[src/fcd_pkg.sv]
// shared types and constants of the circular-delay fir filter
`timescale 1ns / 1ps

package fcd_pkg;

   // build defaults
   localparam int MAX_TAPS_DEF    = 64;
   localparam int SAMPLE_BITS_DEF = 16;

   // field widths
   localparam int TAP_COUNT_W  = 7;
   localparam int INDEX_W      = 6;
   localparam int VALUE_W      = 16;
   localparam int COEF_W       = 16;
   localparam int COEF_FRAC    = 15;
   localparam int OUT_W        = 16;
   localparam int REQ_TDATA_W  = 24;
   localparam int RSP_TDATA_W  = 16;

   // tap count after reset
   localparam logic [TAP_COUNT_W-1:0] TAP_COUNT_RESET = 7'd64;

   // what a request beat carries
   typedef enum logic {
      CMD_SAMPLE = 1'b0,
      CMD_COEF   = 1'b1
   } command_type;

   // controller states
   typedef enum logic [1:0] {
      ST_IDLE,
      ST_MAC,
      ST_DRAIN
   } state_type;

   // controller to datapath
   typedef struct packed {
      logic start;        // store sample, step write position, clear sum
      logic coef_write;   // store one coefficient
      logic issue;        // read one tap pair
      logic load_out;     // move saturated sum to the output register
   } cmd_type;

   // datapath to controller
   typedef struct packed {
      logic last_tap;     // current read is the final tap
      logic pipe_busy;    // read or product stage still holds a tap
      logic out_free;     // output register can take a result this cycle
   } status_type;

endpackage

[src/fcd_ctrl.sv]
// controller of the circular-delay fir filter: request handshake and tap sequencing
`timescale 1ns / 1ps

module fcd_ctrl (
   input  logic                 clock,
   input  logic                 reset,
   input  logic                 req_tvalid,
   output logic                 req_tready,
   input  fcd_pkg::command_type req_command,
   input  fcd_pkg::status_type  status,
   output fcd_pkg::cmd_type     cmd
);
   import fcd_pkg::*;

   state_type state_ff;
   state_type state_in;

   // state register
   always_ff @(posedge clock) begin
      if (reset) begin
         state_ff <= ST_IDLE;
      end else begin
         state_ff <= state_in;
      end
   end

   // next state and commands
   always_comb begin
      state_in   = state_ff;
      req_tready = 1'b0;
      cmd        = '0;
      unique case (state_ff)
         ST_IDLE: begin
            req_tready = 1'b1;
            if (req_tvalid) begin
               if (req_command == CMD_COEF) begin
                  cmd.coef_write = 1'b1;
               end else begin
                  cmd.start = 1'b1;
                  state_in  = ST_MAC;
               end
            end
         end
         ST_MAC: begin
            cmd.issue = 1'b1;
            if (status.last_tap) begin
               state_in = ST_DRAIN;
            end
         end
         ST_DRAIN: begin
            if (!status.pipe_busy && status.out_free) begin
               cmd.load_out = 1'b1;
               state_in     = ST_IDLE;
            end
         end
         default: begin
            state_in = ST_IDLE;
         end
      endcase
   end

`ifndef NO_ASSERTIONS
   // last tap is still in flight right after the read phase ends
   a_drain_holds_tap: assert property (@(posedge clock) disable iff (reset)
      (state_ff == ST_DRAIN && $past(state_ff) == ST_MAC) |-> status.pipe_busy)
      else $error("drain entered with empty pipeline");

   // a result is never loaded over one that is still waiting
   a_load_needs_room: assert property (@(posedge clock) disable iff (reset)
      cmd.load_out |-> status.out_free)
      else $error("output register overwritten");

   // an accepted sample always starts a read phase
   a_sample_starts: assert property (@(posedge clock) disable iff (reset)
      (req_tvalid && req_tready && req_command == CMD_SAMPLE) |=> state_ff == ST_MAC)
      else $error("sample beat did not start taps");
`endif

endmodule

[src/fcd_datapath.sv]
// datapath of the circular-delay fir filter: stores, shared multiply-accumulate, output register
`timescale 1ns / 1ps

module fcd_datapath #(
   parameter int MAX_TAPS    = fcd_pkg::MAX_TAPS_DEF,
   parameter int SAMPLE_BITS = fcd_pkg::SAMPLE_BITS_DEF
) (
   input  logic                            clock,
   input  logic                            reset,
   input  logic                            csr_wr_en,
   input  logic [fcd_pkg::TAP_COUNT_W-1:0] csr_wr_data,
   input  logic [fcd_pkg::INDEX_W-1:0]     req_coeff_index,
   input  logic [fcd_pkg::VALUE_W-1:0]     req_value,
   input  fcd_pkg::cmd_type                cmd,
   output fcd_pkg::status_type             status,
   input  logic                            rsp_tready,
   output logic                            rsp_tvalid,
   output logic [fcd_pkg::OUT_W-1:0]       rsp_filtered_sample,
   output logic                            rsp_clipped
);
   import fcd_pkg::*;

   localparam int ADDR_W = $clog2(MAX_TAPS);
   localparam int CNT_W  = $clog2(MAX_TAPS + 1);
   localparam int PROD_W = SAMPLE_BITS + COEF_W;
   localparam int ACC_W  = PROD_W + ADDR_W;
   localparam int YW     = ACC_W - COEF_FRAC;
   localparam int YX     = YW + OUT_W;
   localparam int IXW    = (ADDR_W > INDEX_W) ? ADDR_W : INDEX_W;
   localparam logic signed [YW-1:0] Y_HI = YW'((64'sd1 <<< (SAMPLE_BITS - 1)) - 64'sd1);
   localparam logic signed [YW-1:0] Y_LO = ~Y_HI;

   logic [TAP_COUNT_W-1:0]   tap_count_ff;
   logic [CNT_W-1:0]         tap_n;
   logic [ADDR_W-1:0]        wp_ff;
   logic [ADDR_W:0]          wp_plus;
   logic [ADDR_W-1:0]        wp_next;
   logic [ADDR_W-1:0]        k_ff;
   logic [ADDR_W-1:0]        idx_ff;
   logic [ADDR_W:0]          idx_plus;
   logic [ADDR_W-1:0]        idx_next;
   logic signed [SAMPLE_BITS-1:0] sample_in;
   logic [IXW-1:0]           ci_wide;
   logic [ADDR_W-1:0]        ci_addr;
   logic                     ci_ok;

   logic signed [SAMPLE_BITS-1:0] dl_mem [MAX_TAPS];
   logic signed [COEF_W-1:0]      cf_mem [MAX_TAPS];
   logic [MAX_TAPS-1:0]      dl_vld_ff;
   logic [MAX_TAPS-1:0]      cf_vld_ff;

   logic signed [SAMPLE_BITS-1:0] dl_rd_ff;
   logic signed [COEF_W-1:0]      cf_rd_ff;
   logic                     dl_rd_ok_ff;
   logic                     cf_rd_ok_ff;
   logic                     rd_vld_ff;
   logic signed [SAMPLE_BITS-1:0] dl_op;
   logic signed [COEF_W-1:0]      cf_op;
   logic signed [PROD_W-1:0] prod_ff;
   logic                     prod_vld_ff;
   logic signed [ACC_W-1:0]  acc_ff;

   logic signed [YW-1:0]     y_short;
   logic signed [YW-1:0]     y_sat;
   logic signed [YX-1:0]     y_ext;
   logic                     y_clip;
   logic                     rsp_vld_ff;
   logic [OUT_W-1:0]         rsp_data_ff;
   logic                     rsp_clip_ff;

   // tap count register
   always_ff @(posedge clock) begin
      if (reset) begin
         tap_count_ff <= TAP_COUNT_RESET;
      end else if (csr_wr_en) begin
         tap_count_ff <= csr_wr_data;
      end
   end

   // taps in use: zero reads as one, beyond the store depth reads as the depth
   always_comb begin
      if (tap_count_ff == '0) begin
         tap_n = CNT_W'(1);
      end else if (32'(tap_count_ff) > 32'(MAX_TAPS)) begin
         tap_n = CNT_W'(MAX_TAPS);
      end else begin
         tap_n = CNT_W'(tap_count_ff);
      end
   end

   // sample taken from the low bits of the value field
   if (SAMPLE_BITS <= VALUE_W) begin : g_sample_narrow
      assign sample_in = req_value[SAMPLE_BITS-1:0];
   end else begin : g_sample_wide
      assign sample_in = SAMPLE_BITS'(req_value);
   end

   // coefficient address, writes past the store depth are dropped
   assign ci_wide = IXW'(req_coeff_index);
   assign ci_addr = ci_wide[ADDR_W-1:0];
   assign ci_ok   = 32'(req_coeff_index) < 32'(MAX_TAPS);

   // position steps, wrapping at the tap count
   assign wp_plus  = {1'b0, wp_ff} + (ADDR_W+1)'(1);
   assign wp_next  = (32'(wp_plus) >= 32'(tap_n)) ? '0 : wp_plus[ADDR_W-1:0];
   assign idx_plus = {1'b0, idx_ff} + (ADDR_W+1)'(1);
   assign idx_next = (32'(idx_plus) >= 32'(tap_n)) ? '0 : idx_plus[ADDR_W-1:0];

   // write position and tap counters
   always_ff @(posedge clock) begin
      if (reset) begin
         wp_ff  <= '0;
         k_ff   <= '0;
         idx_ff <= '0;
      end else if (cmd.start) begin
         wp_ff  <= wp_next;
         k_ff   <= '0;
         idx_ff <= wp_next;
      end else if (cmd.issue) begin
         k_ff   <= k_ff + ADDR_W'(1);
         idx_ff <= idx_next;
      end
   end

   assign status.last_tap = (32'(k_ff) + 32'd1) == 32'(tap_n);

   // delay line store
   always_ff @(posedge clock) begin
      if (cmd.start) begin
         dl_mem[wp_ff] <= sample_in;
      end
      if (cmd.issue) begin
         dl_rd_ff <= dl_mem[idx_ff];
      end
   end

   // coefficient store
   always_ff @(posedge clock) begin
      if (cmd.coef_write && ci_ok) begin
         cf_mem[ci_addr] <= req_value;
      end
      if (cmd.issue) begin
         cf_rd_ff <= cf_mem[k_ff];
      end
   end

   // written marks, an unwritten entry reads as zero
   always_ff @(posedge clock) begin
      if (reset) begin
         dl_vld_ff   <= '0;
         cf_vld_ff   <= '0;
         dl_rd_ok_ff <= 1'b0;
         cf_rd_ok_ff <= 1'b0;
      end else begin
         if (cmd.start) begin
            dl_vld_ff[wp_ff] <= 1'b1;
         end
         if (cmd.coef_write && ci_ok) begin
            cf_vld_ff[ci_addr] <= 1'b1;
         end
         if (cmd.issue) begin
            dl_rd_ok_ff <= dl_vld_ff[idx_ff];
            cf_rd_ok_ff <= cf_vld_ff[k_ff];
         end
      end
   end

   // pipeline occupancy
   always_ff @(posedge clock) begin
      if (reset) begin
         rd_vld_ff   <= 1'b0;
         prod_vld_ff <= 1'b0;
      end else begin
         rd_vld_ff   <= cmd.issue;
         prod_vld_ff <= rd_vld_ff;
      end
   end

   assign status.pipe_busy = rd_vld_ff || prod_vld_ff;

   // product stage
   assign dl_op = dl_rd_ok_ff ? dl_rd_ff : '0;
   assign cf_op = cf_rd_ok_ff ? cf_rd_ff : '0;

   always_ff @(posedge clock) begin
      if (rd_vld_ff) begin
         prod_ff <= PROD_W'(dl_op) * PROD_W'(cf_op);
      end
   end

   // accumulate stage
   always_ff @(posedge clock) begin
      if (cmd.start) begin
         acc_ff <= '0;
      end else if (prod_vld_ff) begin
         acc_ff <= acc_ff + ACC_W'(prod_ff);
      end
   end

   // scale by the coefficient fraction (floor) and saturate
   always_comb begin
      y_short = acc_ff[ACC_W-1:COEF_FRAC];
      y_clip  = 1'b0;
      y_sat   = y_short;
      if (y_short > Y_HI) begin
         y_sat  = Y_HI;
         y_clip = 1'b1;
      end else if (y_short < Y_LO) begin
         y_sat  = Y_LO;
         y_clip = 1'b1;
      end
      y_ext = YX'(y_sat);
   end

   // output register
   always_ff @(posedge clock) begin
      if (reset) begin
         rsp_vld_ff <= 1'b0;
      end else if (cmd.load_out) begin
         rsp_vld_ff <= 1'b1;
      end else if (rsp_tready) begin
         rsp_vld_ff <= 1'b0;
      end
   end

   always_ff @(posedge clock) begin
      if (cmd.load_out) begin
         rsp_data_ff <= y_ext[OUT_W-1:0];
         rsp_clip_ff <= y_clip;
      end
   end

   assign status.out_free     = !rsp_vld_ff || rsp_tready;
   assign rsp_tvalid          = rsp_vld_ff;
   assign rsp_filtered_sample = rsp_data_ff;
   assign rsp_clipped         = rsp_clip_ff;

`ifndef NO_ASSERTIONS
   // the sum is complete when it is moved out
   a_load_after_drain: assert property (@(posedge clock) disable iff (reset)
      cmd.load_out |-> !rd_vld_ff && !prod_vld_ff)
      else $error("result loaded with taps in flight");

   // the write position stays inside the active line
   a_wp_in_line: assert property (@(posedge clock) disable iff (reset)
      $past(cmd.start) |-> 32'(wp_ff) < 32'(tap_n))
      else $error("write position past tap count");

   // reads never run past the taps in use
   a_tap_in_range: assert property (@(posedge clock) disable iff (reset)
      cmd.issue |-> (32'(k_ff) < 32'(tap_n) && 32'(idx_ff) < 32'(tap_n)))
      else $error("tap read out of range");
`endif

endmodule

[src/fir_filter_circular_delay.sv]
// top level of the circular-delay fir filter
//
//  channel | dir | handshake             | payload
//  --------+-----+-----------------------+--------------------------------------------
//  req     | in  | req_tvalid/req_tready | tdata: coeff_index, value; tuser: command
//  rsp     | out | rsp_tvalid/rsp_tready | tdata: filtered_sample; tuser: clipped
//  csr     | in  | csr_wr_en             | csr_wr_data: tap_count
//
// a sample beat is stored, then each of the n taps in use (tap_count held to 1..MAX_TAPS)
// is read and passed through the shared multiplier, the pipe empties and the sum is loaded;
// no new beat is taken until the sum is loaded. a coefficient beat is written when accepted.
// reset is synchronous; the stores are cleared at once by per-entry written marks.
// a finished result sits in the output register while the next beat is taken; a new
// result waits at the end of its sum until that register is free.
`timescale 1ns / 1ps

module fir_filter_circular_delay #(
   parameter int MAX_TAPS    = fcd_pkg::MAX_TAPS_DEF,
   parameter int SAMPLE_BITS = fcd_pkg::SAMPLE_BITS_DEF
) (
   input  logic                            clock,
   input  logic                            reset,
   input  logic                            csr_wr_en,
   input  logic [fcd_pkg::TAP_COUNT_W-1:0] csr_wr_data,
   input  logic                            req_tvalid,
   output logic                            req_tready,
   input  logic [fcd_pkg::REQ_TDATA_W-1:0] req_tdata,   // [5:0] coeff_index, [21:6] value
   input  logic                            req_tuser,   // [0] command
   output logic                            rsp_tvalid,
   input  logic                            rsp_tready,
   output logic [fcd_pkg::RSP_TDATA_W-1:0] rsp_tdata,   // [15:0] filtered_sample
   output logic                            rsp_tuser    // [0] clipped
);
   import fcd_pkg::*;

   command_type          req_command;
   logic [INDEX_W-1:0]   req_coeff_index;
   logic [VALUE_W-1:0]   req_value;
   cmd_type              cmd;
   status_type           status;
   logic [OUT_W-1:0]     rsp_filtered_sample;
   logic                 rsp_clipped;

   // unpack the request beat
   assign req_command     = command_type'(req_tuser);
   assign req_coeff_index = req_tdata[INDEX_W-1:0];
   assign req_value       = req_tdata[INDEX_W+VALUE_W-1:INDEX_W];

   // sequencer
   fcd_ctrl u_ctrl (
      .clock       (clock),
      .reset       (reset),
      .req_tvalid  (req_tvalid),
      .req_tready  (req_tready),
      .req_command (req_command),
      .status      (status),
      .cmd         (cmd)
   );

   // stores and multiply-accumulate
   fcd_datapath #(
      .MAX_TAPS    (MAX_TAPS),
      .SAMPLE_BITS (SAMPLE_BITS)
   ) u_datapath (
      .clock               (clock),
      .reset               (reset),
      .csr_wr_en           (csr_wr_en),
      .csr_wr_data         (csr_wr_data),
      .req_coeff_index     (req_coeff_index),
      .req_value           (req_value),
      .cmd                 (cmd),
      .status              (status),
      .rsp_tready          (rsp_tready),
      .rsp_tvalid          (rsp_tvalid),
      .rsp_filtered_sample (rsp_filtered_sample),
      .rsp_clipped         (rsp_clipped)
   );

   // pack the result beat
   assign rsp_tdata = rsp_filtered_sample;
   assign rsp_tuser = rsp_clipped;

endmodule

[config.mk]
export PLATFORM = sky130hd
export DESIGN_NAME = fir_filter_circular_delay
export DESIGN_NICKNAME = d
export VERILOG_FILES = /design/src/fcd_pkg.sv /design/src/fcd_ctrl.sv /design/src/fcd_datapath.sv /design/src/fir_filter_circular_delay.sv
export SDC_FILE = /design/constraint.sdc
export NUM_CORES = 2
export LEC_CHECK = 0
export ABC_AREA = 1
export ABC_CLOCK_PERIOD_IN_PS = 7700
export BUFFER_PORTS_ARGS = -buffer_cell sky130_fd_sc_hd__buf_2
export CAP_MARGIN = 20
export CORE_MARGIN = 4
export CORE_UTILIZATION = 60
export DETAILED_ROUTE_END_ITERATION = 16
export PLACE_DENSITY_LB_ADDON = 0.12
export REMOVE_ABC_BUFFERS = 1
export SYNTH_ARGS = -nofsm -noshare
export SYNTH_HDL_FRONTEND = slang
export SYNTH_SLANG_ARGS = --single-unit
[constraint.sdc]
create_clock -name clock -period 7.7 [get_ports clock]
set_input_delay 1.155 -clock clock [delete_from_list [all_inputs] [get_ports clock]]
set_output_delay 1.155 -clock clock [all_outputs]
set_load 0.01 [all_outputs]
Yosys cells after proc, flatten, opt, wreduce, memory -nomap -nowiden
Memory sizes are Yosys's and may differ from the RTL's. A register that Yosys moved wholly into a read port is not among the register bits. Cells that the tools add are included.

Register bits: 247. Memory bits (writable): 2048. Input bits: 37. Output and inout port bits: 19. Logic and storage cells: 94. Memories kept: 2.

Memories: u_datapath.cf_mem (words 64, width 16, read ports 1, clocked after memory_dff 1, write ports 1, RTL line fcd_datapath.sv:48) `logic signed [COEF_W-1:0] cf_mem [MAX_TAPS];`; u_datapath.dl_mem (words 64, width 16, read ports 1, clocked after memory_dff 1, write ports 1, RTL line fcd_datapath.sv:47) `logic signed [SAMPLE_BITS-1:0] dl_mem [MAX_TAPS];`.

Add/sub/neg operators: 5. Multiply operators: 1. Order comparisons: 11. Equality and inequality tests: 7. Muxes and demuxes: 37. Bitwise logic cells: 2. Reductions and logical operators: 13.

Operators with widths (number): bitwise OR 64 bit (2); two-way mux 16 bit (3); adder 38 x 32 -> 38 bit (1); == test 32 x 7 -> 1 bit (1); multiplier 16 x 16 -> 32 bit (1); < comparator 6 x 7 -> 1 bit (second input constant) (4); two-way mux 6 bit (4); > comparator 23 x 16 -> 1 bit (second input constant) (1); < comparator 23 x 16 -> 1 bit (second input constant) (1); adder 6 x 1 -> 7 bit (second input constant) (3); two-way mux 1 bit (17); greater-or-equal comparator 7 bit (2); two-way mux 7 bit (2); binary-select mux 1 bit (select 6 bit) (2); demux 1 bit (select 6 bit) (2); greater-or-equal comparator 6 x 1 -> 1 bit (second input constant) (2); two-way mux 2 bit (6); > comparator 7 bit (second input constant) (1); zero test 7 bit (1); adder 6 x 1 -> 6 bit (second input constant) (1); != test 2 bit (second input constant) (3); one-hot mux 2 bit (3 select lines) (1); AND reduction 4 bit (1); nonzero test 2 bit (2); other kinds (8) (12).

Longest topological paths before layout
Word-level depth: 7. Depth in mapped cells: 27. Depth with buffers taken out: 25.

Cells and area by module
Synthesis repeated with hierarchy kept, for this count alone.

Cells, all modules: 8957. Area, all modules: 103842.1 µm².

By module, submodules not included: fcd_datapath (instances 1, cells each 8929, area each 103688.2 µm², sequential area each 67855.1 µm²); fcd_ctrl (instances 1, cells each 28, area each 153.9 µm², sequential area each 40.0 µm²).

Worst setup path after synthesis
Ideal clock, no wire load.

Path type: flip-flop to flip-flop. Start: reg u_datapath.cf_rd_ok_ff. End: reg u_datapath.prod_ff[29] (data pin). Library setup time: 0.260 ns. Arrival: 5.768 ns. Required time: 7.440 ns. Path slack: 1.672 ns. Stages on the path, launching flop included: 20. Buffers on the path: 2. Clock period less this slack: 6.028 ns. Path through: dfxtp_1 clkbuf_1 clkbuf_1 nand2_1 nor2_1 fa_1 fa_1 inv_1 fa_1 fa_1 fa_1 fa_1 inv_1 ha_1 nand2_1 nor2_1 nand2_1 or2_2 nand3_1 xor2_1.

Longest elaborated chain between the ends: 2.

Ends and longest elaborated chain: start, declared (RTL line fcd_datapath.sv:55) `logic cf_rd_ok_ff;`; start signal, assigned (RTL line fcd_datapath.sv:163) `cf_rd_ok_ff <= cf_vld_ff[k_ff];`; two-way mux 16 bit (RTL line fcd_datapath.sv:183) `assign cf_op = cf_rd_ok_ff ? cf_rd_ff : '0;`; multiplier 16 x 16 -> 32 bit (RTL line fcd_datapath.sv:187) `prod_ff <= PROD_W'(dl_op) * PROD_W'(cf_op);`; end signal, assigned (RTL line fcd_datapath.sv:187); end, declared (RTL line fcd_datapath.sv:59) `logic signed [PROD_W-1:0] prod_ff;`.

No other way between the ends. A chain may end at the register's enable or synchronous reset.

Worst setup path in the final report
Start: reg u_datapath.cf_rd_ok_ff. End: reg u_datapath.prod_ff[26] (data pin).

Same word-level chain as after synthesis.

==> run metrics <==
final instance area around 0.11 mm²; Routed Antenna Nets 0; Remaining Overflow, GRT 0; Reg clk slew, reported paths 70 ps; DRC viols 0; most frequent cells in the layout edfxtp_1, nor2_1, o21ai_0; Vias between 70000 and 80000; RSZ-0062 raised after global routing false; TritonCTS clock tree built; hpwl dp around 160000 µm; pin count of the biggest net entering global routing ~180; initial antenna violation count 12; layout cells sized above 1 6.993%; Die Y between 400 and 500 µm; crit path launch type flip-flop; Tmin final roughly 7000 ps; cts bufs inserted 224; max-slew violations 0; vias in the first global route 67160; Hold Crit Class reg2reg; Final period util 92.99%; Max Clk Rate around 140 MHz; 1st-iter DRT viols 9225; starting density of the core 60.33%; hold path depth 2; worst skew pair latency ~860 ps; Nets between 9000 and 10000; Ports between 50 and 60; gr usage total 30.78%; final cell count without fillers 11400; core area approximately 0.17 mm²; clk_skew 37.52 ps; PD cells about 240 mW/mm²; Max-cap violations 0; # rows 152; Req. time, crit path around 8400 ps; most common cell after layout, fill and taps aside edfxtp_1; Placed Cells around 11000; # setup viols final 0; Seq/Total Area, Yosys 65.61%; total power approximately 28000 µW; Post-CTS Setup Inserts 0; number of I/O port buffers 53; Final Util 66.30%; leakage 0.04028 µW; clk buf depth 3; Mapped Cells just under 9000; Area Growth Syn to Fin 9.899%; Post-Syn Area roughly 0.10 mm²; Synth Register Bits 2327; CTS Sinks between 2000 and 2500; post-synthesis average cell area between 10 and 15 µm²; final hold vios 0; worst vdd ir 0.2085 mV; first-pass GRT wire length about 420000 µm; wire per inst roughly 25 µm; crit-path max FO 18; outcome complete, no violations; RePlAce Congestion just over 0.9; Worst Path Arrival 7880 ps; Worst Reg-to-Reg Cells 20; CTS resizes 0; crit path kind reg2reg; Netlist cell types between 40 and 50; yosys warns 0; nature of the critical path endpoint flip-flop; H-tree levels 4; vias per cell just over 6; worst slew pin tran roughly 1200 ps; relative slew slack a little over a fifth; WL final about 280000 µm; Die ar. 0.1792 mm²; Root Buffer clkbuf_16; Area after DPL 0.1062 mm²; # hold bufs at CTS 0; drt pass-1 iters 6; fillers around 13000; die width ~420 µm
-- per-stage QoR --
stage                     hold slack [ps]  setup WS (ps)  TNS (ps)
after CTS                           467.4          688.0         0
after floorplan                     429.7         -18780   -639380
after detailed placement            453.2          673.5         0
after global routing                485.6          252.8         0
after global placement              443.4          735.9         0
final                               461.8          539.8         0
-- layout make-up --
class / count / area [µm²] / share of cell area, %
clock inverters: 117 / 1219 / 1.072
well taps: 2310 / 2890 / 2.541
flip-flops and latches: 2327 / 67920 / 59.72
multi-input cells: 5519 / 31360 / 27.58
diodes: 5 / 12.51 / 0.01100
inverters: 560 / 2135 / 1.877
repair buffers: 254 / 2079 / 1.828
clock buffers: 304 / 6110 / 5.372
-- worst paths after layout --
kind                             from                  endpoint  slack, ps
max            u_datapath.cf_rd_ok_ff    u_datapath.prod_ff[26]        540
min          u_datapath.cf_vld_ff[29]  u_datapath.cf_vld_ff[29]        460
max reg2reg    u_datapath.cf_rd_ok_ff    u_datapath.prod_ff[26]        540
min reg2reg  u_datapath.cf_vld_ff[29]  u_datapath.cf_vld_ff[29]        460
-- cells in the mapped netlist, drive strengths merged --
cell type,n,area share [%]
a31o,1,0.0085
and2,2,0.012
buf,162,0.79
o21bai,12,0.087
nor2,1945,7.1
a31oi,2,0.012
nand3,291,1.4
o311ai,1,0.0085
ha,136,1.6
edfxtp,2129,62
fa,263,5.1
xor2,44,0.37
or2,4,0.024
nor3,38,0.21
inv,546,2.0
a21oi,157,0.76
dfxtp,198,3.8
a211oi,2,0.015
a21boi,3,0.022
nand4,54,0.33
o22ai,295,1.8
nor4,4,0.024
o2111ai,1,0.0085
clkbuf,354,1.3
a21o,11,0.080
o211ai,281,2.0
o21ai,1167,5.6
clkinv,14,0.051
nand2,666,2.4
o221ai,121,1.0
o31ai,1,0.0073
xnor2,17,0.14
-- worst max-delay path, stage by stage (launching register included) --
cell and delay (ps):
dfxtp_1 790, nand2_1 440, inv_1 520, nand2_1 160, fa_1 550, inv_1 50
fa_1 520, fa_1 580, fa_1 460, fa_1 490, inv_1 50, fa_1 470
inv_1 40, ha_1 340, nand2_1 120, nor4_1 660, nand4_1 250, nand3_1 210
nand2_1 70, nand2_1 80, xor2_1 180
-- routing by layer --
metal  part of all wire, %  track usage (%)
met3                   9.8            5.787
met2                    47            48.08
met1                    40            44.20
met5                0.0046                0
met4                   3.1            10.06
-- power by group --
group	switching (µW)	total (µW)	internal, µW
clock	4690	11000	6280
combinational	1970	2660	693
sequential	92.1	14000	13900
total	6750	27600	20900
-- logic make-up (layout without fill, tap and decap cells) --
group | count (synthesis) | count (layout) | share of synthesized area (%)
fa+ha+maj | 399 | 399 | 6.732
xor+xnor | 61 | 61 | 0.5163
compound gates | 2055 | 2055 | 11.50
buf+inv | 1076 | 1235 | 4.108
flops | 2327 | 2327 | 65.61
simple gates | 3004 | 3004 | 11.54
other cells | 0 | 5 | 0
-- flip-flops by register name, summed over array words and instances (netlist names), 2 cells and up --
name	flops
u_datapath.wp_ff	6
u_datapath.idx_ff	6
u_datapath.dl_vld_ff	64
u_datapath.dl_rd_ff	16
u_datapath.tap_count_ff	7
u_datapath.prod_ff	32
u_datapath.dl_mem	1024
u_datapath.acc_ff	38
u_datapath.cf_vld_ff	64
u_datapath.k_ff	6
u_datapath.cf_rd_ff	16
u_datapath.rsp_filtered_sample	16
u_ctrl.state_ff	2
u_datapath.cf_mem	1024
Note: power is estimated with default switching activity, not from simulation.
